$ cat config.mk
export PLATFORM = sky130hd
export DESIGN_NAME = quadrature_decoder_speed_window_top
export DESIGN_NICKNAME = d
export VERILOG_FILES = /design/src/hw/rtl/qdsw_pkg.sv /design/src/hw/rtl/qdsw_counter.sv /design/src/hw/rtl/qdsw_speed.sv /design/src/hw/rtl/quadrature_decoder_speed_window_top.sv
export VERILOG_INCLUDE_DIRS = /design/src /design/src/hw/rtl
export SDC_FILE = /design/constraint.sdc
export NUM_CORES = 1
export LEC_CHECK = 0
export BUFFER_PORTS_ARGS = -buffer_cell sky130_fd_sc_hd__buf_2
export CAP_MARGIN = 20
export CORE_AREA = 10 10 224 226
export CTS_CLUSTER_DIAMETER = 50
export DETAILED_ROUTE_END_ITERATION = 7
export DIE_AREA = 0 0 234 236
export GPL_ROUTABILITY_DRIVEN = 0
export HOLD_SLACK_MARGIN = 0.12
export PLACE_DENSITY = 0.54
export SYNTH_ARGS = -nofsm -noshare
export SYNTH_HDL_FRONTEND = slang
export SYNTH_SLANG_ARGS = --single-unit
$ cat constraint.sdc
create_clock -name clk -period 8.6 [get_ports clk]
set_input_delay 0.43 -clock clk [delete_from_list [all_inputs] [get_ports clk]]
set_output_delay 0.43 -clock clk [all_outputs]
set_load 0.01 [all_outputs]
$ cat src/hw/rtl/quadrature_decoder_speed_window_top_macros.svh
// ----------------------------------------------------------------------------
// Assertion macros for the quadrature decoder speed window block
// Clocked on clk, disabled while arst_n is low.
// ----------------------------------------------------------------------------
`ifndef QUADRATURE_DECODER_SPEED_WINDOW_TOP_MACROS_SVH
`define QUADRATURE_DECODER_SPEED_WINDOW_TOP_MACROS_SVH

// Consequent must hold in the same cycle as the antecedent
`define QDSW_ASSERT_SAME(label, ante, cons, msg) \
	label: assert property (@(posedge clk) disable iff (!arst_n) (ante) |-> (cons)) \
		else $error(msg);

// Consequent must hold in the cycle after the antecedent
`define QDSW_ASSERT_NEXT(label, ante, cons, msg) \
	label: assert property (@(posedge clk) disable iff (!arst_n) (ante) |=> (cons)) \
		else $error(msg);

`endif

$ cat src/hw/rtl/qdsw_pkg.sv
// ----------------------------------------------------------------------------
// qdsw_pkg
// Shared constants, types and helpers for the quadrature speed window block.
// ----------------------------------------------------------------------------
`timescale 1ns / 1ps

package qdsw_pkg;

	// Width of the signed window step count
	localparam int COUNT_WIDTH = 16;
	// Width of the count times gain product (gain is 16 bit unsigned)
	localparam int PROD_WIDTH  = COUNT_WIDTH + 17;

	localparam int CFG_INDEX_WIDTH = 8;
	localparam int CFG_DATA_WIDTH  = 16;

	// Configuration register indexes
	typedef enum logic [CFG_INDEX_WIDTH-1:0] {
		REG_WINDOW_TICKS = 8'd0,
		REG_SPEED_GAIN   = 8'd1
	} cfg_reg_t;

	localparam logic [15:0] WINDOW_TICKS_RESET = 16'd250;
	localparam logic [15:0] SPEED_GAIN_RESET   = 16'd161;
	localparam logic [15:0] TICK_LIMIT         = 16'hFFFF;

	localparam logic signed [COUNT_WIDTH-1:0] COUNT_MAX = {1'b0, {(COUNT_WIDTH-1){1'b1}}};
	localparam logic signed [COUNT_WIDTH-1:0] COUNT_MIN = {1'b1, {(COUNT_WIDTH-1){1'b0}}};

	// x4 quadrature step, indexed by {previous AB, current AB}
	localparam logic signed [1:0] STEP_TABLE [16] = '{
		2'sd0, -2'sd1, 2'sd1, 2'sd0, 2'sd1, 2'sd0, 2'sd0, -2'sd1,
		-2'sd1, 2'sd0, 2'sd0, 2'sd1, 2'sd0, 2'sd1, -2'sd1, 2'sd0
	};

	// Counter status towards the top level
	typedef struct packed {
		logic                          close;
		logic signed [COUNT_WIDTH-1:0] count;
	} win_status_t;

	// Clamp a product-width signed value to 16 bit signed
	function automatic logic signed [15:0] sat16(input logic signed [PROD_WIDTH-1:0] v);
		logic signed [PROD_WIDTH-1:0] hi;
		logic signed [PROD_WIDTH-1:0] lo;
		hi = PROD_WIDTH'(32767);
		lo = -PROD_WIDTH'(32768);
		if (v > hi) begin
			return 16'sh7FFF;
		end else if (v < lo) begin
			return 16'sh8000;
		end
		return v[15:0];
	endfunction

endpackage

$ cat src/hw/rtl/qdsw_counter.sv
// ----------------------------------------------------------------------------
// qdsw_counter
// Quadrature step decode, saturating window count and tick counter.
// ----------------------------------------------------------------------------
`timescale 1ns / 1ps

module qdsw_counter
	import qdsw_pkg::*;
(
	input  logic        clk,
	input  logic        arst_n,
	input  logic        adv,          // item moves through this cycle
	input  logic        mode,         // 1 = tick
	input  logic [1:0]  ab,           // A in bit 1, B in bit 0
	input  logic [15:0] window_ticks,
	output win_status_t status
);

	logic [1:0]                    prev_ab_q;
	logic signed [COUNT_WIDTH-1:0] step_count_q;
	logic [15:0]                   tick_count_q;

	logic signed [1:0]             step;
	logic signed [COUNT_WIDTH:0]   sum;
	logic signed [COUNT_WIDTH-1:0] count_next;
	logic [15:0]                   tick_next;
	logic                          close;

	// Step decode and saturating add
	always_comb begin
		step = STEP_TABLE[{prev_ab_q, ab}];
		sum  = {step_count_q[COUNT_WIDTH-1], step_count_q} + (COUNT_WIDTH+1)'(step);
		if (sum[COUNT_WIDTH] != sum[COUNT_WIDTH-1]) begin
			count_next = sum[COUNT_WIDTH] ? COUNT_MIN : COUNT_MAX;
		end else begin
			count_next = sum[COUNT_WIDTH-1:0];
		end
	end

	// Tick counter sticks at its limit
	assign tick_next = (tick_count_q < TICK_LIMIT) ? tick_count_q + 16'd1 : tick_count_q;
	assign close     = mode && (tick_next >= window_ticks);

	assign status.close = close;
	assign status.count = step_count_q;

	// State update
	always_ff @(posedge clk or negedge arst_n) begin
		if (!arst_n) begin
			prev_ab_q    <= 2'b00;
			step_count_q <= '0;
			tick_count_q <= 16'd0;
		end else if (adv) begin
			if (!mode) begin
				prev_ab_q    <= ab;
				step_count_q <= count_next;
			end else if (close) begin
				step_count_q <= '0;
				tick_count_q <= 16'd0;
			end else begin
				tick_count_q <= tick_next;
			end
		end
	end

endmodule

$ cat src/hw/rtl/qdsw_speed.sv
// ----------------------------------------------------------------------------
// qdsw_speed
// Window count clamp and Q8.8 speed: floor(count * gain / 256), saturated.
// ----------------------------------------------------------------------------
`timescale 1ns / 1ps

module qdsw_speed
	import qdsw_pkg::*;
(
	input  logic signed [COUNT_WIDTH-1:0] count,
	input  logic [15:0]                   gain,
	output logic signed [15:0]            window_count,
	output logic signed [15:0]            speed_rps_q8
);

	logic signed [PROD_WIDTH-1:0] count_ext;
	logic signed [PROD_WIDTH-1:0] prod;
	logic signed [PROD_WIDTH-1:0] scaled;

	// One signed multiply, arithmetic shift gives the floor
	always_comb begin
		count_ext    = PROD_WIDTH'(count);
		prod         = count_ext * $signed({{(PROD_WIDTH-16){1'b0}}, gain});
		scaled       = prod >>> 8;
		window_count = sat16(count_ext);
		speed_rps_q8 = sat16(scaled);
	end

endmodule

$ cat src/hw/rtl/quadrature_decoder_speed_window_top.sv
// ----------------------------------------------------------------------------
// quadrature_decoder_speed_window_top
// x4 quadrature decoder with a windowed speed measurement in Q8.8 rps.
// ----------------------------------------------------------------------------
//  channel  | dir | content
//  s_*      | in  | encoder sample or millisecond tick (tuser = mode)
//  m_*      | out | window count and speed, one per closed window
//  cfg_*    | in  | register write: window ticks, speed gain
//
//  One item per cycle while no tick is held back by a stalled result; an item
//  waits in the input register, and a closing tick's result goes to the output register.
//  The state update and the single count x gain multiply sit in the same cycle.
//  arst_n clears state, configuration to reset values and all valid flags.
//  A stalled result holds back a tick in the input register and every item behind it.
// ----------------------------------------------------------------------------
`timescale 1ns / 1ps

module quadrature_decoder_speed_window_top
	import qdsw_pkg::*;
(
	input  logic                       clk,
	input  logic                       arst_n,
	input  logic                       s_tvalid,
	output logic                       s_tready,
	input  logic [7:0]                 s_tdata,   // [0] phase_a, [1] phase_b, rest zero
	input  logic                       s_tuser,   // [0] mode
	output logic                       m_tvalid,
	input  logic                       m_tready,
	output logic [31:0]                m_tdata,   // [15:0] window_count, [31:16] speed_rps_q8
	input  logic                       cfg_valid,
	output logic                       cfg_ready,
	input  logic [CFG_INDEX_WIDTH-1:0] cfg_index,
	input  logic [CFG_DATA_WIDTH-1:0]  cfg_data
);

	logic        in_valid_s1;
	logic        in_mode_s1;
	logic [1:0]  in_ab_s1;

	logic [15:0] window_ticks_q;
	logic [15:0] speed_gain_q;

	logic        out_valid_q;
	logic [31:0] out_data_q;

	logic               adv;
	win_status_t        status;
	logic signed [15:0] window_count;
	logic signed [15:0] speed_rps_q8;

	// Configuration registers
	assign cfg_ready = 1'b1;

	always_ff @(posedge clk or negedge arst_n) begin
		if (!arst_n) begin
			window_ticks_q <= WINDOW_TICKS_RESET;
			speed_gain_q   <= SPEED_GAIN_RESET;
		end else if (cfg_valid) begin
			case (cfg_index)
				REG_WINDOW_TICKS: window_ticks_q <= cfg_data;
				REG_SPEED_GAIN:   speed_gain_q   <= cfg_data;
				default: ;
			endcase
		end
	end

	// Held item moves on unless it is a tick and the result slot is blocked
	assign adv      = in_valid_s1 && (!in_mode_s1 || !out_valid_q || m_tready);
	assign s_tready = !in_valid_s1 || adv;

	// Input register
	always_ff @(posedge clk or negedge arst_n) begin
		if (!arst_n) begin
			in_valid_s1 <= 1'b0;
		end else if (s_tready) begin
			in_valid_s1 <= s_tvalid;
		end
	end

	always_ff @(posedge clk) begin
		if (s_tready && s_tvalid) begin
			in_mode_s1 <= s_tuser;
			in_ab_s1   <= {s_tdata[0], s_tdata[1]};
		end
	end

	qdsw_counter u_counter (
		.clk          (clk),
		.arst_n       (arst_n),
		.adv          (adv),
		.mode         (in_mode_s1),
		.ab           (in_ab_s1),
		.window_ticks (window_ticks_q),
		.status       (status)
	);

	qdsw_speed u_speed (
		.count        (status.count),
		.gain         (speed_gain_q),
		.window_count (window_count),
		.speed_rps_q8 (speed_rps_q8)
	);

	// Result register
	always_ff @(posedge clk or negedge arst_n) begin
		if (!arst_n) begin
			out_valid_q <= 1'b0;
		end else if (adv && status.close) begin
			out_valid_q <= 1'b1;
		end else if (m_tready) begin
			out_valid_q <= 1'b0;
		end
	end

	always_ff @(posedge clk) begin
		if (adv && status.close) begin
			out_data_q <= {speed_rps_q8, window_count};
		end
	end

	assign m_tvalid = out_valid_q;
	assign m_tdata  = out_data_q;

	// Checks
	`include "quadrature_decoder_speed_window_top_macros.svh"

	`QDSW_ASSERT_SAME(a_no_overwrite, adv && status.close && out_valid_q, m_tready, "result overwritten before transfer")
	`QDSW_ASSERT_NEXT(a_close_gives_result, adv && status.close, m_tvalid, "closed window produced no result")
	`QDSW_ASSERT_SAME(a_empty_ready, !in_valid_s1, s_tready, "input register empty but not ready")

endmodule

# --- Word-level counts from Yosys, hierarchy flattened ---
# Memories as Yosys holds them, arrays and structs flattened.
# Index checks and enable logic that the tools add are counted.
word_totals:
  regBits: 103
  latchBits: 0
  mem_bits_rw: 0
  rom_bits: 32
  mem_count: 1
classes:
  addsub: 2
  multipliers: 1
  n_div: 0
  magnitude_cmp: 7
  n_eq_ne: 3
  shifts: 0
  mux: 20
  bitwise: 2
  reduce_logical: 17
memory_table:
  columns: ["memory", "depth", "width", "rd", "rd_ports_with_merged_regs", "write_ports", "line_no", "rtl"]
  rows:
  - ["(no name shown)", 16, 2, 1, 0, 0, "qdsw_counter.sv:31", "step = STEP_TABLE[{prev_ab_q, ab}];"]
op_table:
  columns: ["cell", "n"]
  rows:
  - ["2-to-1 mux 16 bit", 12]
  - ["multiplier 16 x 17 -> 33 bit", 1]
  - ["less-than comparator 16 bit, second input constant", 2]
  - ["> comparator 25 x 16 -> 1 bit, second input constant", 1]
  - ["less-than comparator 25 x 16 -> 1 bit, second input constant", 1]
  - ["adder 16 x 2 -> 17 bit", 1]
  - ["adder 16 x 1 -> 16 bit, second input constant", 1]
  - ["greater-or-equal comparator 16 bit", 1]
  - ["> comparator 16 bit, second input constant", 1]
  - ["AND reduction 2 bit", 5]
  - ["== test 8 x 1 -> 1 bit, second input constant", 1]
  - ["logical NOT 8 bit", 1]
  - ["2-to-1 mux 1 bit", 6]
  - ["greater-or-equal comparator 5 bit, second input constant", 1]
  - ["inverter 4 -> 5 bit", 1]
  - ["logical AND 1 bit", 4]
  - ["2-to-1 mux 2 bit", 2]
  - ["logical NOT 1 bit", 3]
  - ["logical OR 1 bit", 3]
  - ["inequality test 2 x 1 -> 1 bit, second input constant", 1]
  - ["nonzero test 2 bit", 1]
  - ["inequality test 1 bit", 1]
  - ["inverter 1 bit", 1]

# --- Logic depth before layout (Yosys ltp) ---
depth:
  depth_word: 8
  ltp_mapped: 26

# --- By module ---
# Synthesis repeated with hierarchy kept, for this count alone.
hier_totals:
  cells_unflattened: 1562
  area_unflattened_um2: 14727.9
modules_own_cells:
  columns: ["mod", "instances", "cells_each", "area_each_um2", "seq_area_each_um2"]
  rows:
  - ["qdsw_speed", 1, 1067, 9083.7, 0.0]
  - ["qdsw_counter", 1, 375, 3194.3, 850.8]
  - ["quadrature_decoder_speed_window_top", 1, 120, 2449.8, 1913.1]

# --- Worst setup path after synthesis ---
# No wires, ideal clock.
synth_path:
  path_type: "reg2reg"
  from: "register speed_gain_q[5]"
  to: "register out_data_q[21], in the netlist m_tdata[21], data pin"
  arrival_time_ns: 6.944
  required_ns: 8.472
  slack_ns: 1.528
  stages_incl_launch_ff: 24
  path_buffers: 3
  period_less_slack_ns: 7.072
  cell_sequence: "dfstp_2 clkbuf_1 nand2_1 fa_1 inv_1 fa_1 fa_1 fa_1 fa_1 inv_1 fa_1 inv_1 ha_1 buf_6 and2_4 a22o_1 a311o_1 a22oi_1 or3b_1 a41oi_2 xor2_2 o41ai_2 buf_6 a21o_1"
synth_via:
  elab_chain_cells: 5
  word_cells_on_any_way: 7
  classes_between: "mul (1); order compare (2); mux (4)"
synth_rtl:
  columns: ["item", "line_no", "rtl"]
  rows:
  - ["start, declared", "quadrature_decoder_speed_window_top.sv:41", "logic [15:0] speed_gain_q;"]
  - ["start signal, assigned", "quadrature_decoder_speed_window_top.sv:61", "REG_SPEED_GAIN: speed_gain_q <= cfg_data;"]
  - ["multiplier 16 x 17 -> 33 bit (*)", "qdsw_speed.sv:23", "prod = count_ext * $signed({{(PROD_WIDTH-16){1'b0}}, gain});"]
  - ["less-than comparator 25 x 16 -> 1 bit", "qdsw_pkg.sv:50", "end else if (v < lo) begin"]
  - ["2-to-1 mux 1 bit", "qdsw_pkg.sv:50", null]
  - ["2-to-1 mux 1 bit", "qdsw_pkg.sv:48", "if (v > hi) begin"]
  - ["2-to-1 mux 16 bit (*)", "qdsw_pkg.sv:53", "return v[15:0];"]
  - ["via speed_rps_q8[5]", "quadrature_decoder_speed_window_top.sv:49", "logic signed [15:0] speed_rps_q8;"]
  - ["end signal, assigned", "quadrature_decoder_speed_window_top.sv:117", "out_data_q <= {speed_rps_q8, window_count};"]
  - ["end, declared", "quadrature_decoder_speed_window_top.sv:44", "logic [31:0] out_data_q;"]
# The timed path passes the listed nets; every way through them passes the cells marked *.
# A chain may end at the register's enable or synchronous reset.

# --- Final worst setup path ---
layout_path:
  from: "register u_counter.step_count_q[10]"
  to: "register out_data_q[16], in the netlist m_tdata[16], data pin"
layout_via:
  elab_chain_cells: 5
  word_cells_on_any_way: 7
  classes_between: "mul (1); order compare (2); mux (4)"
layout_rtl:
  columns: ["item", "line_no", "rtl"]
  rows:
  - ["start, declared", "qdsw_counter.sv:20", "logic signed [COUNT_WIDTH-1:0] step_count_q;"]
  - ["start signal, assigned", "qdsw_counter.sv:56", "step_count_q <= count_next;"]
  - ["multiplier 16 x 17 -> 33 bit (*)", "qdsw_speed.sv:23", null]
  - ["less-than comparator 25 x 16 -> 1 bit", "qdsw_pkg.sv:50", null]
  - ["2-to-1 mux 1 bit", "qdsw_pkg.sv:50", null]
  - ["2-to-1 mux 1 bit", "qdsw_pkg.sv:48", null]
  - ["2-to-1 mux 16 bit (*)", "qdsw_pkg.sv:53", null]
  - ["via speed_rps_q8[0]", "quadrature_decoder_speed_window_top.sv:49", null]
# Marks and branches as above.

==> impl_metrics.json <==
{
  "initial_core_util_pct": 31.4,
  "post-synth-top-area-cell": "fa_1",
  "period_needed_ns": 7.57,
  "syn_to_final_growth_pct": 8.05,
  "synth-edff-count": 35,
  "netlist_area_um2": 14400,
  "yosysWarnings": 0,
  "intPower_mw": 1.48,
  "syn-num-nets": 1943,
  "synth_area_per_cell_um2": 9.26,
  "multi_input_area_um2": 10300,
  "vias_per_cell": 4.83,
  "drt-total-wl_mm": 35.7,
  "crit_arrival_ns": 7.72,
  "holdBufCountCts": 0,
  "cts_resized": 0,
  "crit_path_start_kind": "flop",
  "vias": 10527,
  "crit_path_start": "u_counter.step_count_q[10]",
  "dp_hpwl_mm": 27.9,
  "n_antenna_cell": 0,
  "crit_buf_inv": 3,
  "async_flop_share_pct": 66.0,
  "ir_drop_mv": 0.164,
  "hold_viol_final": 0,
  "die_area_um2": 55200,
  "final_common_cell": "inv_1",
  "dp_cells": 2163,
  "drc": 0,
  "yosysSeqAreaShare_pct": 19.2,
  "rsz0062_at_grt": "no",
  "crit_slowest_cell": "dfrtp_1",
  "ios": 73,
  "grtUsageTotal_pct": 13.4,
  "grt.overflow.total": 0,
  "grt_start_max_net_pins": 69,
  "cp_common_cell": "fa_1",
  "combPwrFrac_pct": 54.0,
  "finalSetupViolCount": 0,
  "path_class": "reg2reg",
  "die_w_um": 234,
  "hold_class": "in2reg",
  "drive_gt1_share_pct": 8.97,
  "fin_setup_tns_ns": 0,
  "grt_pass1_vias": 10966,
  "ys_ff_latch": 103,
  "p_switching_mw": 1.39,
  "drtAntennaViolNets": 0,
  "endpoint_kind": "flop",
  "r2r_start": "u_counter.step_count_q[10]",
  "finish.utilization_pct": 33.9,
  "min_from": "s_tdata[0]",
  "fin_crit_sh_pct": 88.1,
  "drv_slew": 0,
  "clkTransAtPathRegs_ns": 0.08,
  "fillers": 4787,
  "clock_path_buffers": 2,
  "fin_worst_skew_ns": 0.00871,
  "outcome": "finished clean",
  "root_buffer": "clkbuf_16",
  "postCtsSetupRepairBufs": 0,
  "seqCellArea_um2": 2760,
  "drt_iter0_markers": 545,
  "layout.cells.non_filler": 2179,
  "ys_top_cells_by_area": "fa_1, ha_1, dfrtp_1, edfxtp_1, inv_1",
  "clkPwrFrac_pct": 15.9,
  "max_freq_ghz": 0.132,
  "cts_made_buffers": 9,
  "drt_first_pass_iters": 5,
  "fin_nets": 1955,
  "clkSinkCount": 103,
  "tritoncts": "built",
  "path_cells": "nand2_1, fa_1, inv_1, fa_1, fa_1, fa_1, fa_1, inv_1, fa_1, inv_1, ha_1, a21oi_1, o21ai_0, a311oi_1, o21ai_1, or3b_2, a221oi_1, a41oi_4, a21o_2",
  "whs_ns": 0.207,
  "core_area_um2": 45900,
  "required_ns": 8.75,
  "grt_antenna_before_repair": 0,
  "critical-path-max-stage-delay_ns": 0.94,
  "die_h_um": 236,
  "dpl_worst_slack_ns": 1.00,
  "std_cell_rows": 79,
  "synthCells": 1555,
  "tightest_slew_ns": 1.01,
  "sequentialPowerShare_pct": 30.1,
  "cp_top_family": "adder cells",
  "grt_pass1_wl_mm": 58.6,
  "power_density_nw_per_um2": 184,
  "port_buffers": 65,
  "worstPathMaxFanout": 19,
  "leakage_nw": 7.79,
  "clk_latency_ns": 0.39,
  "fin_ws_ns": 1.03,
  "synth_top_area_share_pct": 27.0,
  "final_cell_mix": "inv_1, nand2_1, fa_1",
  "max_cap_viol_count": 0,
  "wl_per_cell_um": 16.4,
  "synth-main-ff-cell": "dfrtp_1",
  "max-slew-margin-rel_pct": 32.6,
  "yosysUniqueCellTypes": 81,
  "cts_max_level": 3,
  "switching_share_pct": 48.5
}
-- cell families after synthesis --
logic type	synth area share (%)
buffers and inverters	9.53
other	0.0260
AO/OA/AOI/OAI	10.0
AND/OR/NAND/NOR	15.8
adder cells (fa/ha/maj)	40.7
multiplexers	1.56
flip-flops	19.2
XOR/XNOR	3.21
-- layer usage --
metal | routed length (um) | global-route usage, %
met1 | 15900 | 17.1
met2 | 18000 | 22.9
met3 | 1310 | 2.46
met4 | 488 | 2.66
met5 | 0 | 0
-- Yosys cell counts, types with 9 or more instances --
cell type  instances
nor3_1            17
fa_1             194
and2_1           127
clkbuf_1          63
o21ai_0           57
dfrtp_1           59
nand2b_1          15
mux2_2            17
edfxtp_1          35
a21oi_1           44
inv_1            279
a21o_1            27
ha_1             156
dfstp_2            9
nand3_1           20
nand4_1            9
nor2_1            41
a221o_1           10
xnor2_1           32
nand2_1          200
xor2_1            19
-- sequential cells by signal (all words and copies together) (netlist names) --
| register | count |
|---|---|
| m_tdata | 32 |
| in_mode_s1 | 1 |
| window_ticks_q | 16 |
| speed_gain_q | 16 |
| in_valid_s1 | 1 |
| m_tvalid | 1 |
| u_counter.step_count_q | 16 |
| u_counter.tick_count_q | 16 |
| u_counter.prev_ab_q | 2 |
| in_ab_s1 | 2 |
-- stage by stage --
step	total power, mW	area (um2)
6_report	2.87	15600
5_1_grt	3.16	15600
4_1_cts	2.92	15600
3_5_place_dp	2.43	15300
3_3_place_gp	2.40	15200
2_1_floorplan	2.01	14400
-- worst paths after layout --
check / depth (start not counted) / slack [ns] / to
max in group asynchronous: 2 / 7.78 / u_counter.step_count_q[5]
hold / removal: 1 / 0.21 / in_ab_s1[1]
hold reg to reg: 2 / 0.51 / window_ticks_q[3]
min in group asynchronous: 2 / 0.24 / u_counter.tick_count_q[12]
setup / recovery: 19 / 1.03 / m_tdata[16]
setup reg to reg: 19 / 1.03 / m_tdata[16]
-- power by group through the flow --
| stage | sequential (mW) | combinational, mW | clock, mW |
|---|---|---|---|
| global placement | 0.873 | 1.53 | 0 |
| floorplan | 0.657 | 1.35 | 0 |
| detailed placement | 0.876 | 1.56 | 0 |
| CTS | 0.864 | 1.58 | 0.477 |
| global route | 0.886 | 1.79 | 0.488 |
| finish | 0.865 | 1.55 | 0.455 |
-- worst reg2reg max path, stage by stage, from the launching register on --
cell      delay, ns
dfrtp_1        0.94
nand2_1        0.16
fa_1           0.52
inv_1          0.05
fa_1           0.50
fa_1           0.53
fa_1           0.52
fa_1           0.55
inv_1          0.06
fa_1           0.53
inv_1          0.04
ha_1           0.35
a21oi_1        0.21
o21ai_0        0.17
a311oi_1       0.45
o21ai_1        0.19
or3b_2         0.47
a221oi_1       0.45
a41oi_4        0.33
a21o_2         0.30
-- area by class of cell --
cell class                      count  area share [%]
Clock buffer                       10            1.47
Clock inverter                      6           0.499
Inverter                          280            6.75
Multi-Input combinational cell   1097            66.0
Sequential cell                   103            17.8
Tap cell                          607            4.88
Timing Repair Buffer               76            2.62
No activity file was read; power rests on OpenSTA's default activity.
